==> config.mk <==
export PLATFORM = sky130hd
export DESIGN_NAME = dynamic_priority_scheduler_flat
export DESIGN_NICKNAME = d
export VERILOG_FILES = /design/src/sv/dps_pkg.sv /design/src/sv/dps_in_if.sv /design/src/sv/dps_out_if.sv /design/src/sv/dps_ram.sv /design/src/sv/dps_seq.sv /design/src/sv/dynamic_priority_scheduler.sv /design/src/flat_wrapper.sv
export SDC_FILE = /design/constraint.sdc
export NUM_CORES = 2
export LEC_CHECK = 0
export BUFFER_PORTS_ARGS = -buffer_cell sky130_fd_sc_hd__buf_2
export CAP_MARGIN = 30
export CORE_ASPECT_RATIO = 0.6
export CORE_MARGIN = 3
export CORE_UTILIZATION = 25
export DETAILED_ROUTE_END_ITERATION = 8
export GPL_ROUTABILITY_DRIVEN = 1
export GPL_TIMING_DRIVEN = 0
export PLACE_DENSITY = 0.51
export RECOVER_POWER = 100
export SETUP_SLACK_MARGIN = 0.02
export SLEW_MARGIN = 20
export SYNTH_ARGS = -nofsm -noshare
export SYNTH_HDL_FRONTEND = slang
export SYNTH_SLANG_ARGS = --single-unit
==> constraint.sdc <==
create_clock -name clk -period 6.5 [get_ports clk]
set_input_delay 0.325 -clock clk [delete_from_list [all_inputs] [get_ports clk]]
set_output_delay 0.325 -clock clk [all_outputs]
set_load 0.05 [all_outputs]
==> src/sv/dps_pkg.sv <==
`timescale 1ns / 1ps
// ----------------------------------------------------------------------------
// dps_pkg
// Shared sizes, codes and types of the dynamic priority scheduler.
// ----------------------------------------------------------------------------
package dps_pkg;

  localparam int CAPACITY = 16;
  localparam int IDX_W    = $clog2(CAPACITY);
  localparam int CNT_W    = $clog2(CAPACITY + 1);

  localparam logic [CNT_W-1:0] CAP_CNT = CNT_W'(CAPACITY);

  localparam logic ACT_ADD = 1'b0;
  localparam logic ACT_RUN = 1'b1;

  localparam logic signed [15:0] PRIO_MIN = 16'sh8000;

  typedef struct packed {
    logic        [31:0] tag;
    logic        [15:0] svc_time;
    logic signed [15:0] prio;
  } entry_t;

  typedef struct packed {
    logic             en;
    logic [IDX_W-1:0] addr;
    entry_t           data;
  } ram_wr_t;

  typedef struct packed {
    logic               accepted;
    logic        [31:0] chosen_tag;
    logic        [15:0] time_left;
    logic signed [15:0] priority_after;
    logic               finished;
    logic               table_empty;
    logic               table_full;
  } result_t;

  typedef enum logic [2:0] {
    S_IDLE,
    S_HEAD,
    S_SCAN,
    S_PLACE,
    S_DONE
  } state_t;

endpackage

==> src/sv/dps_in_if.sv <==
`timescale 1ns / 1ps
// ----------------------------------------------------------------------------
// dps_in_if
// Request channel: one word per add or run command.
// ----------------------------------------------------------------------------
interface dps_in_if;
  logic               valid;
  logic               ready;
  logic               action;
  logic        [31:0] task_tag;
  logic        [15:0] service_time;
  logic signed [15:0] start_priority;

  modport source (output valid, action, task_tag, service_time, start_priority,
                  input ready);
  modport sink   (input valid, action, task_tag, service_time, start_priority,
                  output ready);
endinterface

==> src/sv/dps_out_if.sv <==
`timescale 1ns / 1ps
// ----------------------------------------------------------------------------
// dps_out_if
// Result channel: one word per accepted command.
// ----------------------------------------------------------------------------
interface dps_out_if;
  logic               valid;
  logic               ready;
  logic               accepted;
  logic        [31:0] chosen_tag;
  logic        [15:0] time_left;
  logic signed [15:0] priority_after;
  logic               finished;
  logic               table_empty;
  logic               table_full;

  modport source (output valid, accepted, chosen_tag, time_left, priority_after,
                  finished, table_empty, table_full, input ready);
  modport sink   (input valid, accepted, chosen_tag, time_left, priority_after,
                  finished, table_empty, table_full, output ready);
endinterface

==> src/sv/dps_ram.sv <==
`timescale 1ns / 1ps
// ----------------------------------------------------------------------------
// dps_ram
// Generic single-write, single-read RAM with registered read data.
// ----------------------------------------------------------------------------
module dps_ram #(
  parameter int WIDTH = 64,
  parameter int DEPTH = 16
) (
  input  logic                     clk,
  input  logic                     we,
  input  logic [$clog2(DEPTH)-1:0] waddr,
  input  logic [WIDTH-1:0]         wdata,
  input  logic [$clog2(DEPTH)-1:0] raddr,
  output logic [WIDTH-1:0]         rdata
);

  logic [WIDTH-1:0] mem [DEPTH];

  always_ff @(posedge clk) begin
    if (we) begin
      mem[waddr] <= wdata;
    end
    rdata <= mem[raddr];
  end

endmodule

==> src/sv/dps_seq.sv <==
`timescale 1ns / 1ps
// ----------------------------------------------------------------------------
// dps_seq
// Sequencer and shared compare/shift datapath over the circular task table.
// ----------------------------------------------------------------------------
module dps_seq import dps_pkg::*; (
  input  logic               clk,
  input  logic               rst,
  input  logic               start,
  input  logic               action,
  input  logic        [31:0] task_tag,
  input  logic        [15:0] service_time,
  input  logic signed [15:0] start_priority,
  input  logic               out_free,
  output logic               idle,
  output logic               done,
  output result_t            res,
  output ram_wr_t            ram_wr,
  output logic [IDX_W-1:0]   ram_raddr,
  input  entry_t             ram_rdata
);

  state_t state, state_next;

  logic [IDX_W-1:0] head, head_next;
  logic [CNT_W-1:0] count, count_next;
  logic [CNT_W-1:0] idx, idx_next;

  entry_t cur, cur_next;

  logic               res_acc, res_acc_next;
  logic        [31:0] res_tag, res_tag_next;
  logic        [15:0] res_time, res_time_next;
  logic signed [15:0] res_prio, res_prio_next;
  logic               res_fin, res_fin_next;

  logic               add_ok;
  logic [IDX_W-1:0]   head_inc;
  logic [CNT_W-1:0]   count_dec;
  logic        [15:0] time_dec;
  logic signed [15:0] prio_dec;
  logic               shift_down;

  // Map a logical position to a physical slot of the circular table.
  function automatic logic [IDX_W-1:0] slot(input logic [IDX_W-1:0] base,
                                            input logic [CNT_W-1:0] k);
    logic [CNT_W:0] s;
    s = (CNT_W+1)'(base) + (CNT_W+1)'(k);
    if (s >= (CNT_W+1)'(CAPACITY)) begin
      s = s - (CNT_W+1)'(CAPACITY);
    end
    return s[IDX_W-1:0];
  endfunction

  assign add_ok     = (service_time != 16'd0) && (count != CAP_CNT);
  assign head_inc   = (head == IDX_W'(CAPACITY - 1)) ? '0 : head + 1'b1;
  assign count_dec  = count - 1'b1;
  assign time_dec   = (ram_rdata.svc_time != 16'd0) ? ram_rdata.svc_time - 16'd1
                                                     : ram_rdata.svc_time;
  assign prio_dec   = (ram_rdata.prio != PRIO_MIN) ? ram_rdata.prio - 16'sd1
                                                   : ram_rdata.prio;
  assign shift_down = (ram_rdata.prio <= cur.prio);

  // Next state
  always_comb begin
    state_next = state;
    case (state)
      S_IDLE: begin
        if (start) begin
          if (action == ACT_ADD) begin
            if (!add_ok) begin
              state_next = S_DONE;
            end else if (count == '0) begin
              state_next = S_PLACE;
            end else begin
              state_next = S_SCAN;
            end
          end else begin
            state_next = (count == '0) ? S_DONE : S_HEAD;
          end
        end
      end
      S_HEAD: begin
        if (time_dec == 16'd0) begin
          state_next = S_DONE;
        end else if (count_dec == '0) begin
          state_next = S_PLACE;
        end else begin
          state_next = S_SCAN;
        end
      end
      S_SCAN: begin
        if (!shift_down) begin
          state_next = S_DONE;
        end else if (idx == '0) begin
          state_next = S_PLACE;
        end
      end
      S_PLACE: state_next = S_DONE;
      S_DONE: begin
        if (out_free) begin
          state_next = S_IDLE;
        end
      end
      default: state_next = S_IDLE;
    endcase
  end

  // Datapath and table access
  always_comb begin
    head_next     = head;
    count_next    = count;
    idx_next      = idx;
    cur_next      = cur;
    res_acc_next  = res_acc;
    res_tag_next  = res_tag;
    res_time_next = res_time;
    res_prio_next = res_prio;
    res_fin_next  = res_fin;
    ram_raddr     = slot(head, '0);
    ram_wr.en     = 1'b0;
    ram_wr.addr   = slot(head, idx + 1'b1);
    ram_wr.data   = cur;
    case (state)
      S_IDLE: begin
        if (start) begin
          cur_next.tag      = task_tag;
          cur_next.svc_time = service_time;
          cur_next.prio     = start_priority;
          res_acc_next      = 1'b0;
          res_tag_next      = '0;
          res_time_next     = '0;
          res_prio_next     = '0;
          res_fin_next      = 1'b0;
          if (action == ACT_ADD) begin
            res_acc_next = add_ok;
            idx_next     = count_dec;
            ram_raddr    = slot(head, count_dec);
          end
        end
      end
      S_HEAD: begin
        // Pop the head, age it, and seed the reinsertion scan.
        head_next         = head_inc;
        count_next        = count_dec;
        res_acc_next      = 1'b1;
        res_tag_next      = ram_rdata.tag;
        res_time_next     = time_dec;
        res_prio_next     = prio_dec;
        res_fin_next      = (time_dec == 16'd0);
        cur_next.tag      = ram_rdata.tag;
        cur_next.svc_time = time_dec;
        cur_next.prio     = prio_dec;
        idx_next          = count_dec - 1'b1;
        ram_raddr         = slot(head_inc, count_dec - 1'b1);
      end
      S_SCAN: begin
        ram_wr.en = 1'b1;
        if (shift_down) begin
          ram_wr.data = ram_rdata;
          idx_next    = idx - 1'b1;
          ram_raddr   = slot(head, idx - 1'b1);
        end else begin
          count_next = count + 1'b1;
        end
      end
      S_PLACE: begin
        ram_wr.en   = 1'b1;
        ram_wr.addr = slot(head, '0);
        count_next  = count + 1'b1;
      end
      default: begin
      end
    endcase
  end

  always_ff @(posedge clk) begin
    if (rst) begin
      state <= S_IDLE;
      head  <= '0;
      count <= '0;
    end else begin
      state <= state_next;
      head  <= head_next;
      count <= count_next;
    end
  end

  always_ff @(posedge clk) begin
    idx      <= idx_next;
    cur      <= cur_next;
    res_acc  <= res_acc_next;
    res_tag  <= res_tag_next;
    res_time <= res_time_next;
    res_prio <= res_prio_next;
    res_fin  <= res_fin_next;
  end

  assign idle                = (state == S_IDLE);
  assign done                = (state == S_DONE);
  assign res.accepted        = res_acc;
  assign res.chosen_tag      = res_tag;
  assign res.time_left       = res_time;
  assign res.priority_after  = res_prio;
  assign res.finished        = res_fin;
  assign res.table_empty     = (count == '0);
  assign res.table_full      = (count == CAP_CNT);

  a_count_bound: assert property (@(posedge clk) disable iff (rst)
    count <= CAP_CNT)
    else $error("task count exceeds capacity");

  a_scan_in_table: assert property (@(posedge clk) disable iff (rst)
    state == S_SCAN |-> idx < count)
    else $error("scan index outside the table");

  a_start_when_idle: assert property (@(posedge clk) disable iff (rst)
    start |-> state == S_IDLE)
    else $error("command started while busy");

  a_reject_keeps_table: assert property (@(posedge clk) disable iff (rst)
    state == S_DONE && !res_acc |-> count == $past(count))
    else $error("rejected command changed the table");

  a_write_only_when_placing: assert property (@(posedge clk) disable iff (rst)
    ram_wr.en |-> (state == S_SCAN || state == S_PLACE))
    else $error("table write outside insertion");

endmodule

==> src/sv/dynamic_priority_scheduler.sv <==
`timescale 1ns / 1ps
// ----------------------------------------------------------------------------
// dynamic_priority_scheduler
// Priority scheduler with aging over a sorted 16-entry task table.
// ----------------------------------------------------------------------------
// Sequence after a command is accepted: a rejected add or a run on an empty
//   table goes straight to S_DONE; a run whose task finishes passes S_HEAD
//   only; an add goes through the insertion (S_SCAN and/or S_PLACE), and any
//   other run passes S_HEAD and then the insertion. The scan moves n
//   (0..CAPACITY-1) entries down, one entry per cycle through the table
//   RAM port. Commands are handled one at a time: no new command is taken
//   until the result word is loaded into the output register.
// Reset (rst, synchronous): empties the table and drops any pending result;
//   the table RAM itself is not cleared, only entries below the count are read.
// ----------------------------------------------------------------------------
module dynamic_priority_scheduler import dps_pkg::*; (
  input  logic      clk,
  input  logic      rst,
  dps_in_if.sink    in_ch,
  dps_out_if.source out_ch
);

  // The table lives in a circular RAM: head pointer plus count. A run pops the
  // head by advancing the pointer; an insertion walks from the tail toward the
  // head, moving every entry with priority not above the new one down a slot,
  // so equal priorities end up behind the newest task.

  logic    seq_idle;
  logic    seq_done;
  logic    out_free;
  logic    start;
  result_t seq_res;
  ram_wr_t ram_wr;
  logic [IDX_W-1:0] ram_raddr;
  logic [$bits(entry_t)-1:0] ram_rdata;

  // Output register: hold a finished word until the sink takes it.
  logic    out_valid;
  result_t out_res;

  assign start        = in_ch.valid && in_ch.ready;
  assign in_ch.ready  = seq_idle;
  assign out_free     = !out_valid || out_ch.ready;

  dps_seq u_seq (
    .clk            (clk),
    .rst            (rst),
    .start          (start),
    .action         (in_ch.action),
    .task_tag       (in_ch.task_tag),
    .service_time   (in_ch.service_time),
    .start_priority (in_ch.start_priority),
    .out_free       (out_free),
    .idle           (seq_idle),
    .done           (seq_done),
    .res            (seq_res),
    .ram_wr         (ram_wr),
    .ram_raddr      (ram_raddr),
    .ram_rdata      (entry_t'(ram_rdata))
  );

  dps_ram #(
    .WIDTH ($bits(entry_t)),
    .DEPTH (CAPACITY)
  ) u_table (
    .clk   (clk),
    .we    (ram_wr.en),
    .waddr (ram_wr.addr),
    .wdata (ram_wr.data),
    .raddr (ram_raddr),
    .rdata (ram_rdata)
  );

  // Load a new word when the sequencer finishes and the slot is free; drop
  // the valid flag once the sink takes the word.
  always_ff @(posedge clk) begin
    if (rst) begin
      out_valid <= 1'b0;
    end else if (seq_done && out_free) begin
      out_valid <= 1'b1;
    end else if (out_ch.ready) begin
      out_valid <= 1'b0;
    end
  end

  always_ff @(posedge clk) begin
    if (seq_done && out_free) begin
      out_res <= seq_res;
    end
  end

  assign out_ch.valid          = out_valid;
  assign out_ch.accepted       = out_res.accepted;
  assign out_ch.chosen_tag     = out_res.chosen_tag;
  assign out_ch.time_left      = out_res.time_left;
  assign out_ch.priority_after = out_res.priority_after;
  assign out_ch.finished       = out_res.finished;
  assign out_ch.table_empty    = out_res.table_empty;
  assign out_ch.table_full     = out_res.table_full;

endmodule

==> src/flat_wrapper.sv <==
// flat-port wrapper written by rule: the top's interface ports become plain ports
module dynamic_priority_scheduler_flat import dps_pkg::*;
  (clk, rst, in_ch_valid, in_ch_action, in_ch_task_tag, in_ch_service_time, in_ch_start_priority, in_ch_ready, out_ch_valid, out_ch_accepted, out_ch_chosen_tag, out_ch_time_left, out_ch_priority_after, out_ch_finished, out_ch_table_empty, out_ch_table_full, out_ch_ready);
  dps_in_if in_ch_i ();
  dps_out_if out_ch_i ();
  input  logic clk;
  input  logic rst;
  input wire logic [$bits(in_ch_i.valid)-1:0] in_ch_valid;
  input wire logic [$bits(in_ch_i.action)-1:0] in_ch_action;
  input wire logic [$bits(in_ch_i.task_tag)-1:0] in_ch_task_tag;
  input wire logic [$bits(in_ch_i.service_time)-1:0] in_ch_service_time;
  input wire logic [$bits(in_ch_i.start_priority)-1:0] in_ch_start_priority;
  output wire logic [$bits(in_ch_i.ready)-1:0] in_ch_ready;
  output wire logic [$bits(out_ch_i.valid)-1:0] out_ch_valid;
  output wire logic [$bits(out_ch_i.accepted)-1:0] out_ch_accepted;
  output wire logic [$bits(out_ch_i.chosen_tag)-1:0] out_ch_chosen_tag;
  output wire logic [$bits(out_ch_i.time_left)-1:0] out_ch_time_left;
  output wire logic [$bits(out_ch_i.priority_after)-1:0] out_ch_priority_after;
  output wire logic [$bits(out_ch_i.finished)-1:0] out_ch_finished;
  output wire logic [$bits(out_ch_i.table_empty)-1:0] out_ch_table_empty;
  output wire logic [$bits(out_ch_i.table_full)-1:0] out_ch_table_full;
  input wire logic [$bits(out_ch_i.ready)-1:0] out_ch_ready;
  assign in_ch_i.valid = in_ch_valid;
  assign in_ch_i.action = in_ch_action;
  assign in_ch_i.task_tag = in_ch_task_tag;
  assign in_ch_i.service_time = in_ch_service_time;
  assign in_ch_i.start_priority = in_ch_start_priority;
  assign in_ch_ready = in_ch_i.ready;
  assign out_ch_valid = out_ch_i.valid;
  assign out_ch_accepted = out_ch_i.accepted;
  assign out_ch_chosen_tag = out_ch_i.chosen_tag;
  assign out_ch_time_left = out_ch_i.time_left;
  assign out_ch_priority_after = out_ch_i.priority_after;
  assign out_ch_finished = out_ch_i.finished;
  assign out_ch_table_empty = out_ch_i.table_empty;
  assign out_ch_table_full = out_ch_i.table_full;
  assign out_ch_i.ready = out_ch_ready;
  dynamic_priority_scheduler u_core (.clk(clk), .rst(rst), .in_ch(in_ch_i), .out_ch(out_ch_i));
endmodule
==> metrics.md <==
| Metric | Value |
|---|---|
| Core Box Area | `slightly above 200000 sq um` |
| Starting density of the core | `0.253` |
| Tightest Pin Transition | `2.61 ns` |
| Highest Clock Rate | `about 180 MHz` |
| Clock sink count | `1304` |
| Die area | `around 220000 sq um` |
| First-pass GRT wire length | `205 mm` |
| Clk buf depth | `3` |
| GR Util All Layers | `0.131` |
| RSZ-0062 raised after global routing | `false` |
| Largest net degree at the start of global routing | `45` |
| Tcrit/Tclk final | `0.857` |
| EDFF count, synth | `approximately 1.2k` |
| TritonCTS clock tree | `done` |
| Initial antenna violation count | `19` |
| Depth of the CTS H-tree | `4` |
| Clk slew on worst S/H paths | `0.06 ns` |
| DRT antenna net count | `0` |
| PortBufs | `138` |
| Post-synth top cells | `edfxtp_1 (1227), mux2i_1 (517), a22o_1 (128), mux2_2 (113), a221oi_2 (100)` |
| Vias in the first global route | `roughly 28k` |
| Critical path arrival | `between 6 and 7 ns` |
| GP Congestion | `0.780` |
| Crit path time final | `between 5 and 6 ns` |
| Syn Inst Count | `just under 3k` |
| Final Hold Viols | `0` |
| Fin area | `roughly 63000 sq um` |
| Nets | `approximately 3.5k` |
| Hpwl dp | `just under 100 mm` |
| Total number of vias | `approximately 28k` |
| Max-Cap Viols | `14` |
| I/O Pins | `between 100 and 150` |
| Yosys top cell area share | `0.703` |
| Final setup vio count | `0` |
| Initial DRC count | `around 2.4k` |
| Seq cells post-synth | `between 1k and 1.5k` |
| Post-Syn Area | `around 52000 sq um` |
| Die width | `roughly 600 um` |
| Detailed Routing Iterations Pass 1 | `7` |
| Most used DFF post-synth | `edfxtp_1` |
| Detailed Route WL | `between 100 and 150 mm` |
| Worst-skew pair later-pin latency | `between 0.7 and 0.8 ns` |
| Die Height | `361 um` |
| Distinct cells, synth | `73` |
| CP Max Fanout | `18` |
| Share of layout cells above drive strength 1 | `0.168` |
| Cell count after placement | `a little under 6k` |
| Avg Cell Area, Syn | `~18 sq um` |
| GR Overflow Total | `0` |
| # rows | `about 130` |
| Max transition margin | `-0.737` |
| DP Area | `between 50000 and 60000 sq um` |
| Synth-to-Final Area Change | `19.9%` |
| Min Hold Slack | `0.311 ns` |
| Startpoint Class | `flop` |
| Post-Layout Cell Count | `6220` |
| Post-route DRC | `0` |
| Post-CTS sizing | `0` |
| CP required | `6.95 ns` |
| Post-route setup slack | `0.929 ns` |
| Vias per cell | `between 4 and 5` |
| HP Class | `input pin to flop` |
| Yosys top cell by area | `edfxtp_1` |
| Crit path capture type | `flop` |
| Total CTS buffers | `134` |
| Async S/R FF share, synth | `0` |
| Post-Place Worst Slack | `about 1.6 ns` |
| Ys Warns | `0` |
| Main area contributors after synthesis | `edfxtp_1 (70%), mux2i_1 (9.9%), dfxtp_1 (2.9%)` |
| CTS root buffer | `clkbuf_16` |
| Most common cell in the netlist | `edfxtp_1` |
| Violated checks | `capacitance limit, slew limit` |
| Status | `complete, but fails checks` |
| Skew final | `0.0293 ns` |
| Hold Path Origin | `in_ch_action` |
| Filler cells | `around 20k` |
| Reg-to-reg startpoint | `u_core.u_seq.state[0]` |
| Post-Syn Nets | `between 3k and 4k` |
| Worst setup startpoint | `u_core.u_seq.state[0]` |
| Drt wl/cell | `~23 um` |
| Fin. max-slew vios | `between 200 and 250` |
| CP Class | `flop to flop` |
| Seq/Total Area, Yosys | `0.733` |
worst max-delay path, stage by stage (launching register included):
cell	delay, ns
dfxtp_1	0.38
clkbuf_1	0.36
clkbuf_1	0.91
clkbuf_1	0.78
nor3b_1	0.26
o21ai_0	0.22
nor2_1	1.78
buf_12	0.27
buf_12	0.21
sequential cells by signal, summed over array words and instances (netlist names):
name,cells
u_core.u_table.mem,1024
u_core.u_seq.cur,64
u_core.u_table.rdata,64
u_core.out_ch.chosen_tag,32
u_core.u_seq.res_tag,32
u_core.out_ch.priority_after,16
u_core.out_ch.time_left,16
u_core.u_seq.res_prio,16
u_core.u_seq.res_time,16
u_core.u_seq.count,5
u_core.u_seq.idx,5
u_core.u_seq.head,4
u_core.u_seq.state,3
u_core.out_ch.accepted,1
u_core.out_ch.finished,1
u_core.out_ch.table_empty,1
u_core.out_ch.table_full,1
u_core.out_ch.valid,1
u_core.u_seq.res_acc,1
u_core.u_seq.res_fin,1
timing repair:
item | 4_1_cts | 5_1_grt
endpoints found under the hold margin | 67 | 0
hold buffers | 68 | 0
setup buffers | 0 | 0
cell type report:
class	instances	area [sq um]	share of cell area
clock buffers	173	3620	0.0577
repair buffers	288	2580	0.0411
inverters	33	124	0.00197
clock inverters	76	796	0.0127
flip-flops and latches	1304	38400	0.611
multi-input cells	1428	12900	0.205
well taps	2751	3440	0.0548
plain buffers	160	973	0.0155
diodes	7	17.5	0.000279
cells by family after synthesis:
kind of cell               count (synthesis)  share of synthesized area
DFF                                     1304                      0.733
muxes                                    630                      0.123
AOI/OAI and AO/OA                        441                     0.0784
and+or+nand+nor                          265                     0.0251
buffers and inverters                    193                     0.0218
xor gates and xnor gates                  49                    0.00833
adders and majority gates                 43                     0.0108
layer usage:
metal | up-vias | track usage | share of wire
li1 | 12600 | - | -
met1 | 14300 | 0.194 | 0.49
met2 | 761 | 0.194 | 0.43
met3 | 204 | 0.0240 | 0.054
met4 | 12 | 0.0391 | 0.026
met5 | - | 0 | 0.00041
per-stage QoR:
step / util / TNS, ns
2_1_floorplan: - / 0
3_3_place_gp: 0.273 / -3081.38
3_5_place_dp: 0.281 / 0
4_1_cts: 0.306 / 0
5_1_grt: 0.303 / 0
6_report: 0.303 / 0
worst paths after layout:
check / endpoint / slack [ns] / cells past startpoint
min: u_core.u_seq.state[0] / 0.31 / 5
max reg2reg: u_core.u_table.mem[6][36] / 0.93 / 8
max: u_core.u_table.mem[6][36] / 0.93 / 8
min reg2reg: u_core.out_ch.priority_after[0] / 0.41 / 0
cell usage in the layout (no fill, tap or decap), types with 29 or more instances in the layout:
cell type / instances
a21o_1: 70
a21oi_1: 34
a221oi_1: 29
a221oi_2: 100
a22o_1: 128
and3_1: 35
buf_12: 31
buf_2: 119
clkbuf_1: 190
clkbuf_16: 138
dfxtp_1: 77
dlygate4sd3_1: 68
edfxtp_1: 1227
ha_1: 39
inv_1: 32
mux2_1: 60
mux2_2: 53
mux2i_1: 517
nand2_1: 63
nor2_1: 76
o21ai_0: 38
Power is left out: the tool's default activity adds up to more than one toggle a clock period on the data nets, which glitch-free logic cannot reach.
